[config.mk]
export PLATFORM = sky130hd
export DESIGN_NAME = readability_grade_counter
export DESIGN_NICKNAME = d
export VERILOG_FILES = /design/src/design/rgc_pkg.sv /design/src/design/readability_grade_counter.sv /design/src/design/rgc_char_counter.sv /design/src/design/rgc_grade_seq.sv
export SDC_FILE = /design/constraint.sdc
export NUM_CORES = 1
export LEC_CHECK = 0
export ABC_CLOCK_PERIOD_IN_PS = 10030
export BUFFER_PORTS_ARGS = -buffer_cell sky130_fd_sc_hd__buf_2
export CORE_ASPECT_RATIO = 0.5
export CORE_UTILIZATION = 41
export DETAILED_ROUTE_END_ITERATION = 10
export GPL_TIMING_DRIVEN = 0
export PLACE_DENSITY = 0.58
export REMOVE_ABC_BUFFERS = 1
export SKIP_CTS_REPAIR_TIMING = 1
export SLEW_MARGIN = 5
export SYNTH_ARGS = -nofsm -noshare
export SYNTH_HDL_FRONTEND = slang
export SYNTH_SLANG_ARGS = --single-unit
[constraint.sdc]
create_clock -name aclk -period 10.03 [get_ports aclk]
set_input_delay 2.006 -clock aclk [delete_from_list [all_inputs] [get_ports aclk]]
set_output_delay 2.006 -clock aclk [all_outputs]
set_load 0.1 [all_outputs]
[src/design/rgc_pkg.sv]
// ----------------------------------------------------------------------------
// rgc_pkg
// Shared types and constants for the readability grade counter.
// ----------------------------------------------------------------------------
package rgc_pkg;

    // Coleman-Liau weights scaled to integers: 588L - 2960S - 1580W over 100W
    localparam int C_LETTER = 588;
    localparam int C_SENT   = 2960;
    localparam int C_WORD   = 1580;
    localparam int C_DEN    = 100;

    localparam logic [7:0] CH_PERIOD = 8'h2E;
    localparam logic [7:0] CH_BANG   = 8'h21;
    localparam logic [7:0] CH_QUEST  = 8'h3F;
    localparam logic [7:0] CH_SPACE  = 8'h20;
    localparam logic [7:0] CH_TAB    = 8'h09;
    localparam logic [7:0] CH_CR     = 8'h0D;
    localparam logic [7:0] CH_UPPER_A = 8'h41;
    localparam logic [7:0] CH_UPPER_Z = 8'h5A;
    localparam logic [7:0] CH_LOWER_A = 8'h61;
    localparam logic [7:0] CH_LOWER_Z = 8'h7A;

    localparam int GRADE_W       = 22;
    localparam int OUT_W         = 16;
    localparam int GRADE_POS_MAX = 2097151;
    localparam int GRADE_NEG_MAG = 2097152;

    localparam logic [1:0] BAND_LOW  = 2'd0;
    localparam logic [1:0] BAND_MID  = 2'd1;
    localparam logic [1:0] BAND_HIGH = 2'd2;

    localparam int TDATA_IN_W  = 8;
    localparam int TDATA_OUT_W = 72;

    typedef enum logic [2:0] {
        ST_IDLE,
        ST_MUL,
        ST_SUM,
        ST_PREP,
        ST_DIV,
        ST_DONE
    } grade_state_t;

    typedef struct packed {
        logic [OUT_W-1:0]          sentence_total;
        logic [OUT_W-1:0]          word_total;
        logic [OUT_W-1:0]          letter_total;
        logic [1:0]                grade_band;
        logic signed [GRADE_W-1:0] grade;
    } grade_result_t;

endpackage

[src/design/readability_grade_counter.sv]
// ----------------------------------------------------------------------------
// readability_grade_counter
// Counts letters, words and sentence marks of a byte stream and reports
// the Coleman-Liau grade, its band and the counts when a text ends.
//
//   channel | direction | tdata (low bit up)                         | tlast
//   s_      | in        | char_code[7:0]                            | last_char
//   m_      | out       | grade[21:0] grade_band[23:22]             | -
//           |           | letter_total[39:24] word_total[55:40]     |
//           |           | sentence_total[71:56]                     |
//
// Text bytes are accepted back to back while s_tready is high. After the
// byte with s_tlast, s_tready stays low while the grade divider runs one
// quotient bit per cycle and while the result waits for the output register.
// The output register holds one result, so counting of the next text starts
// while that result is still waiting on m_tready.
// aresetn is synchronous and clears all counts and the sequencer.
// ----------------------------------------------------------------------------
module readability_grade_counter
    import rgc_pkg::*;
#(
    parameter int COUNT_BITS = 16
) (
    input  logic                   aclk,
    input  logic                   aresetn,
    input  logic                   s_tvalid,
    output logic                   s_tready,
    input  logic [TDATA_IN_W-1:0]  s_tdata,   // char_code[7:0]
    input  logic                   s_tlast,
    output logic                   m_tvalid,
    input  logic                   m_tready,
    output logic [TDATA_OUT_W-1:0] m_tdata    // grade, grade_band, letter_total,
                                              // word_total, sentence_total
);

    logic                  take, text_done;
    logic [COUNT_BITS-1:0] fin_letters, fin_words, fin_sents;
    logic                  seq_idle, res_valid, res_ready;
    grade_result_t         res;

    logic                   m_tvalid_reg, m_tvalid_next;
    logic [TDATA_OUT_W-1:0] m_tdata_reg, m_tdata_next;

    assign s_tready  = seq_idle;
    assign take      = s_tvalid && s_tready;
    assign res_ready = !m_tvalid_reg || m_tready;

    rgc_char_counter #(
        .COUNT_BITS (COUNT_BITS)
    ) u_counter (
        .aclk        (aclk),
        .aresetn     (aresetn),
        .take        (take),
        .char_code   (s_tdata[7:0]),
        .last_char   (s_tlast),
        .text_done   (text_done),
        .fin_letters (fin_letters),
        .fin_words   (fin_words),
        .fin_sents   (fin_sents)
    );

    rgc_grade_seq #(
        .COUNT_BITS (COUNT_BITS)
    ) u_grade (
        .aclk       (aclk),
        .aresetn    (aresetn),
        .start      (text_done),
        .in_letters (fin_letters),
        .in_words   (fin_words),
        .in_sents   (fin_sents),
        .idle       (seq_idle),
        .res_valid  (res_valid),
        .res_ready  (res_ready),
        .res        (res)
    );

    always_comb begin
        m_tvalid_next = m_tvalid_reg;
        m_tdata_next  = m_tdata_reg;
        if (m_tvalid_reg && m_tready) begin
            m_tvalid_next = 1'b0;
        end
        if (res_valid && res_ready) begin
            m_tvalid_next = 1'b1;
            m_tdata_next  = TDATA_OUT_W'(res);
        end
    end

    always_ff @(posedge aclk) begin
        if (!aresetn) begin
            m_tvalid_reg <= 1'b0;
        end else begin
            m_tvalid_reg <= m_tvalid_next;
        end
        m_tdata_reg <= m_tdata_next;
    end

    assign m_tvalid = m_tvalid_reg;
    assign m_tdata  = m_tdata_reg;

endmodule

[src/design/rgc_char_counter.sv]
// ----------------------------------------------------------------------------
// rgc_char_counter
// Classifies each text byte and keeps saturating letter, word and sentence
// counts. Presents the final counts on the byte that ends the text.
// ----------------------------------------------------------------------------
module rgc_char_counter
    import rgc_pkg::*;
#(
    parameter int COUNT_BITS = 16
) (
    input  logic                  aclk,
    input  logic                  aresetn,
    input  logic                  take,
    input  logic [7:0]            char_code,
    input  logic                  last_char,
    output logic                  text_done,
    output logic [COUNT_BITS-1:0] fin_letters,
    output logic [COUNT_BITS-1:0] fin_words,
    output logic [COUNT_BITS-1:0] fin_sents
);

    logic [COUNT_BITS-1:0] letters_reg, letters_next;
    logic [COUNT_BITS-1:0] words_reg, words_next;
    logic [COUNT_BITS-1:0] sents_reg, sents_next;
    logic                  in_word_reg, in_word_next;

    logic                  is_letter, is_mark, is_ws;
    logic [COUNT_BITS-1:0] words_step;

    function automatic logic [COUNT_BITS-1:0] sat_inc(input logic [COUNT_BITS-1:0] v);
        sat_inc = (&v) ? v : v + COUNT_BITS'(1);
    endfunction

    always_comb begin
        is_letter = ((char_code >= CH_UPPER_A) && (char_code <= CH_UPPER_Z))
                 || ((char_code >= CH_LOWER_A) && (char_code <= CH_LOWER_Z));
        is_mark   = (char_code == CH_PERIOD) || (char_code == CH_BANG)
                 || (char_code == CH_QUEST);
        is_ws     = (char_code == CH_SPACE)
                 || ((char_code >= CH_TAB) && (char_code <= CH_CR));

        fin_letters  = is_letter ? sat_inc(letters_reg) : letters_reg;
        fin_sents    = is_mark ? sat_inc(sents_reg) : sents_reg;
        words_step   = (is_ws && in_word_reg) ? sat_inc(words_reg) : words_reg;
        // close a word still open at the end of the text
        fin_words    = !is_ws ? sat_inc(words_step) : words_step;
        text_done    = take && last_char;

        letters_next = letters_reg;
        words_next   = words_reg;
        sents_next   = sents_reg;
        in_word_next = in_word_reg;
        if (take) begin
            if (last_char) begin
                letters_next = '0;
                words_next   = '0;
                sents_next   = '0;
                in_word_next = 1'b0;
            end else begin
                letters_next = fin_letters;
                words_next   = words_step;
                sents_next   = fin_sents;
                in_word_next = !is_ws;
            end
        end
    end

    always_ff @(posedge aclk) begin
        if (!aresetn) begin
            letters_reg <= '0;
            words_reg   <= '0;
            sents_reg   <= '0;
            in_word_reg <= 1'b0;
        end else begin
            letters_reg <= letters_next;
            words_reg   <= words_next;
            sents_reg   <= sents_next;
            in_word_reg <= in_word_next;
        end
    end

endmodule

[src/design/rgc_grade_seq.sv]
// ----------------------------------------------------------------------------
// rgc_grade_seq
// Sequencer around one shift-subtract unit: forms the Coleman-Liau
// numerator and denominator, adds the rounding offset, divides one quotient
// bit per cycle, then saturates and bands the grade.
// ----------------------------------------------------------------------------
module rgc_grade_seq
    import rgc_pkg::*;
#(
    parameter int COUNT_BITS = 16
) (
    input  logic                  aclk,
    input  logic                  aresetn,
    input  logic                  start,
    input  logic [COUNT_BITS-1:0] in_letters,
    input  logic [COUNT_BITS-1:0] in_words,
    input  logic [COUNT_BITS-1:0] in_sents,
    output logic                  idle,
    output logic                  res_valid,
    input  logic                  res_ready,
    output grade_result_t         res
);

    localparam int PL_W  = COUNT_BITS + 10;
    localparam int PS_W  = COUNT_BITS + 12;
    localparam int PW_W  = COUNT_BITS + 11;
    localparam int DEN_W = COUNT_BITS + 7;
    localparam int NUM_W = COUNT_BITS + 14;
    localparam int MAG_W = COUNT_BITS + 13;
    localparam int DIV_W = COUNT_BITS + 15;
    localparam int DSR_W = COUNT_BITS + 8;
    localparam int CNT_W = $clog2(DIV_W);

    grade_state_t state_reg, state_next;

    logic [COUNT_BITS-1:0] l_reg, w_reg, s_reg;
    logic [PL_W-1:0]       pl_reg;
    logic [PS_W-1:0]       ps_reg;
    logic [PW_W-1:0]       pw_reg;
    logic [DEN_W-1:0]      den_reg;
    logic [MAG_W-1:0]      mag_reg;
    logic                  neg_reg;
    logic [DIV_W-1:0]      quot_reg;
    logic [DSR_W-1:0]      rem_reg;
    logic [DSR_W-1:0]      dsr_reg;
    logic [CNT_W-1:0]      cnt_reg;

    logic signed [NUM_W-1:0] num;
    logic [DSR_W:0]          shifted, diff;
    logic                    fits;
    logic [COUNT_BITS-1:0]   s_forced;
    logic signed [GRADE_W-1:0] grade;
    logic [OUT_W-1:0]        cap_l, cap_w, cap_s;

    // shift-subtract unit of the grade divider, numerator and sentence count
    always_comb begin
        shifted = {rem_reg, quot_reg[DIV_W-1]};
        fits    = shifted >= {1'b0, dsr_reg};
        diff    = shifted - {1'b0, dsr_reg};
        num     = NUM_W'(pl_reg) - NUM_W'(ps_reg) - NUM_W'(pw_reg);
        s_forced = ((in_words != '0) && (in_sents == '0)) ? COUNT_BITS'(1) : in_sents;
    end

    always_comb begin
        state_next = state_reg;
        unique case (state_reg)
            ST_IDLE: if (start) state_next = ST_MUL;
            ST_MUL:  state_next = ST_SUM;
            ST_SUM:  state_next = ST_PREP;
            ST_PREP: state_next = ST_DIV;
            ST_DIV:  if (cnt_reg == '0) state_next = ST_DONE;
            ST_DONE: if (res_ready) state_next = ST_IDLE;
            default: state_next = ST_IDLE;
        endcase
        idle      = (state_reg == ST_IDLE);
        res_valid = (state_reg == ST_DONE);
    end

    always_ff @(posedge aclk) begin
        if (!aresetn) begin
            state_reg <= ST_IDLE;
        end else begin
            state_reg <= state_next;
        end
    end

    always_ff @(posedge aclk) begin
        case (state_reg)
            ST_IDLE: begin
                l_reg <= in_letters;
                w_reg <= in_words;
                s_reg <= s_forced;
            end
            ST_MUL: begin
                pl_reg  <= PL_W'(l_reg) * PL_W'(C_LETTER);
                ps_reg  <= PS_W'(s_reg) * PS_W'(C_SENT);
                pw_reg  <= PW_W'(w_reg) * PW_W'(C_WORD);
                den_reg <= DEN_W'(w_reg) * DEN_W'(C_DEN);
            end
            ST_SUM: begin
                neg_reg <= num[NUM_W-1];
                mag_reg <= num[NUM_W-1] ? MAG_W'(-num) : MAG_W'(num);
            end
            ST_PREP: begin
                // round half away from zero: (2|n| + d) / (2d)
                quot_reg <= DIV_W'({mag_reg, 1'b0}) + DIV_W'(den_reg);
                dsr_reg  <= {den_reg, 1'b0};
                rem_reg  <= '0;
                cnt_reg  <= CNT_W'(DIV_W - 1);
            end
            ST_DIV: begin
                rem_reg  <= fits ? diff[DSR_W-1:0] : shifted[DSR_W-1:0];
                quot_reg <= {quot_reg[DIV_W-2:0], fits};
                cnt_reg  <= cnt_reg - CNT_W'(1);
            end
            default: ;
        endcase
    end

    generate
        if (COUNT_BITS > OUT_W) begin : g_cap
            assign cap_l = (|l_reg[COUNT_BITS-1:OUT_W]) ? '1 : l_reg[OUT_W-1:0];
            assign cap_w = (|w_reg[COUNT_BITS-1:OUT_W]) ? '1 : w_reg[OUT_W-1:0];
            assign cap_s = (|s_reg[COUNT_BITS-1:OUT_W]) ? '1 : s_reg[OUT_W-1:0];
        end else begin : g_nocap
            assign cap_l = OUT_W'(l_reg);
            assign cap_w = OUT_W'(w_reg);
            assign cap_s = OUT_W'(s_reg);
        end
    endgenerate

    always_comb begin
        if (w_reg == '0) begin
            grade = '0;
        end else if (neg_reg) begin
            if (quot_reg > DIV_W'(GRADE_NEG_MAG)) begin
                grade = GRADE_W'(-GRADE_NEG_MAG);
            end else begin
                grade = -$signed(quot_reg[GRADE_W-1:0]);
            end
        end else begin
            if (quot_reg > DIV_W'(GRADE_POS_MAX)) begin
                grade = GRADE_W'(GRADE_POS_MAX);
            end else begin
                grade = $signed(quot_reg[GRADE_W-1:0]);
            end
        end

        res.grade          = grade;
        res.letter_total   = cap_l;
        res.word_total     = cap_w;
        res.sentence_total = cap_s;
        if (grade < GRADE_W'(1)) begin
            res.grade_band = BAND_LOW;
        end else if (grade >= GRADE_W'(16)) begin
            res.grade_band = BAND_HIGH;
        end else begin
            res.grade_band = BAND_MID;
        end
    end

endmodule
==> qor.csv <==
stage;metric;value;unit
sta;FMAX;0.170;GHz
sta;Final Max Slew Viols;0;
sta;Worst Tran Pin Value;0.912;ns
status;failing checks;design-rule violations;
sta;RSZ-0062 raised after global routing;no;
synthesis;Yosys warning count;0;
sta;worst rel slew slack;39.1;%
hold_path;Min-Delay Endpoint;u_grade.dsr_reg[17]$_DFFE_PN_;
hold_path;Hold Path Depth;0;
floorplan;die height;189;um
critical_path;R2R depth;22;
detailed_routing;Post-route DRC;1;
critical_path;RR Endpoint;u_grade.mag_reg[6]$_DFFE_PP_;
layout;Largest register FFs;72;
placed_design;HPWL Detailed;50400;um
detailed_routing;DR pass1 iterations;10;
synthesis;register area share after synthesis;37.4;%
clock_network;H-tree levels;2;
global_route;GR Overflow Total;0;
global_route;Total Routing Usage GR;18.1;%
critical_path;Reg2Reg Setup Slack;4.15;ns
detailed_routing;routed len/inst;16.4;um
hold_path;hold_sp;u_grade.den_reg[16]$_DFFE_PP_;
layout;Final Non-Filler Cells;3917;
critical_path;Crit. End Element;register;
critical_path;critical path type;reg -> reg;
floorplan;core region area;69100;um^2
synthesis;cell accounting for the most synthesized area;edfxtp_1;
sta;Final Hold Viols;0;
synthesis;prevailing post-synth register cell;edfxtp_1;
layout;Antenna diodes;0;
critical_path;RR Startpoint;u_grade.ps_reg[5]$_DFFE_PP_;
placed_design;placed cell count;3846;
status;status;finished, violations left;
critical_path;CP required;10.33;ns
global_route;first-pass GRT wire length;104000;um
detailed_routing;Routed WL;64200;um
synthesis;Netlist cell types;96;
sta;final setup vio count;0;
sta;Tmin final;5.88;ns
synthesis;top cell type's share of synthesized area;33.7;%
detailed_routing;via count;20200;
floorplan;Ports;87;
synthesis;Post-Syn Area;28700;um^2
global_route;initial antenna violation count;0;
clock_network;Clock Latency Late Sink;0.58;ns
synthesis;EDFF count, synth;322;
critical_path;CP startpoint kind;register;
clock_network;Root Buffer Master;clkbuf_16;
placed_design;I/O Buffers;86;
synthesis;Area contributors post-synth;edfxtp_1 34%, ha_1 14%, fa_1 7.8%, inv_1 5.2%, xnor2_1 4.2%;
floorplan;Die ar.;71200;um^2
synthesis;Post-synth ARST share;0;%
detailed_routing;DR iter-0 viols;1235;
global_route;vias in the first global route;19600;
critical_path;CP arrival;6.18;ns
sta;Final Cycle Share;58.6;%
global_route;largest net degree at the start of global routing;54;
layout;Design Area, Final;31700;um^2
clock_network;total CTS buffers;40;
critical_path;largest fanout on the critical path;18;
layout;Final nets;3398;
detailed_routing;Via-to-Cell Ratio;5.16;
sta;Clock Skews;0.0178;ns
hold_path;Hold WC Path Type;reg -> reg;
detailed_routing;Routed Antenna Nets;0;
floorplan;die width;376;um
clock_network;worst-case clock buffer depth;3;
layout;share of cells above drive strength 1;7.77;%
floorplan;FP Rows;68;
run;MaxCap Viol Count;0;
clock_network;clock sinks;375;
layout;Final Core Density;45.8;%
placed_design;routability-driven placement congestion ratio;0.907;
synthesis;cell count after synthesis;2862;
placed_design;post-placement cell area;30400;um^2
synthesis;Seq cells post-synth;375;
synthesis;Avg Cell Area, Syn;10.0;um^2
layout;Area growth syn-to-layout;10.3;%
floorplan;Initial Util;41.6;%
clock_network;clk slew on worst S/H paths;0.06;ns
clock_network;CTS tree;built;
-- area by class of cell --
cell class                 count  area (um^2)
inverter                     399         1500
multi-input combinational   2021        16300
tap                          945         1180
clock buffer                  55         1150
clock inverter                16          170
fill                        6593        37400
timing repair buffer         106          673
sequential                   375        10700
-- placed cells by master (no fill, tap or decap), drive strengths merged, types with 25 or more instances in the layout --
| master | instances |
|---|---|
| xnor2 | 140 |
| nor3 | 64 |
| a211oi | 25 |
| ha | 330 |
| a21oi | 152 |
| a22oi | 29 |
| edfxtp | 322 |
| a21o | 31 |
| buf | 106 |
| and2 | 28 |
| nand4 | 39 |
| nor2b | 58 |
| inv | 400 |
| or3 | 27 |
| nor2 | 227 |
| dfxtp | 53 |
| fa | 112 |
| nand2 | 162 |
| o21ai | 115 |
| clkbuf | 55 |
| o21a | 28 |
| xor2 | 75 |
| mux2i | 27 |
| nand3 | 53 |
-- metal layers --
metal | share of wire (%) | vias to the layer above | global-route usage, %
met1 | 49 | 9598 | 25.5
li1 | - | 10200 | -
met5 | 0 | - | 0
met2 | 45 | 313 | 29.5
met3 | 3.2 | 73 | 2.41
met4 | 2.1 | 0 | 4.64
-- synth_stat cells (29+ instances only) --
library cell and number:
a21o_1 31, a21oi_1 151, a22oi_1 29, clkbuf_1 49, dfxtp_1 53, edfxtp_1 322, fa_1 112, ha_1 330
inv_1 398, nand2_1 162, nand3_1 52, nand4_1 38, nor2_1 227, nor2b_1 58, nor3_1 60, o21ai_0 111
xnor2_1 138, xor2_1 75
-- metrics by stage --
step	setup WS [ns]	hold slack (ns)	setup TNS, ns
after floorplan	-0.419	0.431	-11.99
after global placement	-2.07	0.466	-164.20
after detailed placement	3.87	0.467	0
after CTS	4.17	0.482	0
after global routing	3.73	0.494	0
final	4.15	0.486	0
-- worst max path at each step --
stage | startpoint | to | slack [ns] | cells after the start
after global routing | u_grade.ps_reg[5]$_DFFE_PP_ | u_grade.mag_reg[6]$_DFFE_PP_ | 3.73 | 22
after detailed placement | s_tdata[4] | u_grade.cap_s[0]$_SDFFCE_PP1P_ | 3.87 | 15
after CTS | u_grade.ps_reg[5]$_DFFE_PP_ | u_grade.mag_reg[9]$_DFFE_PP_ | 4.17 | 22
final | u_grade.ps_reg[5]$_DFFE_PP_ | u_grade.mag_reg[6]$_DFFE_PP_ | 4.15 | 22
after global placement | u_grade.state_reg[0]$_SDFFE_PN0P_ | u_counter.letters_reg[9]$_SDFFE_PN0P_ | -2.07 | 6
after floorplan | u_grade.state_reg[0]$_SDFFE_PN0P_ | u_counter.letters_reg[9]$_SDFFE_PN0P_ | -0.42 | 6
-- worst max-delay path: stages (launching register included) --
cell      delay [ns]
edfxtp_1        0.43
inv_1           0.08
ha_1            0.22
nor2b_1         0.14
o31a_1          0.29
o41ai_1         0.40
inv_1           0.08
a21oi_1         0.23
o21bai_1        0.09
a21oi_1         0.17
xnor2_1         0.17
ha_1            0.48
nand2_1         0.15
or2_0           0.28
a211o_1         0.32
a21o_1          0.21
a31oi_1         0.15
o21ai_0         0.19
o21ai_0         0.42
o21a_1          0.65
inv_2           0.20
o21ai_0         0.15
xnor2_1         0.09
-- cells by family (layout without fill, tap and decap cells) --
logic type / after synthesis / in the layout / share of synthesized area [%]
AOI/OAI and AO/OA: 552 / 552 / 12.6
xor gates and xnor gates: 215 / 215 / 6.61
adders and majority gates: 442 / 442 / 22.2
buffers and inverters: 466 / 576 / 6.16
DFF: 375 / 375 / 37.4
muxes: 29 / 29 / 1.02
and+or+nand+nor: 783 / 783 / 14.0
Power is not shown: default switching activity piles up to over one toggle a cycle in this logic, so the estimate is an artifact.
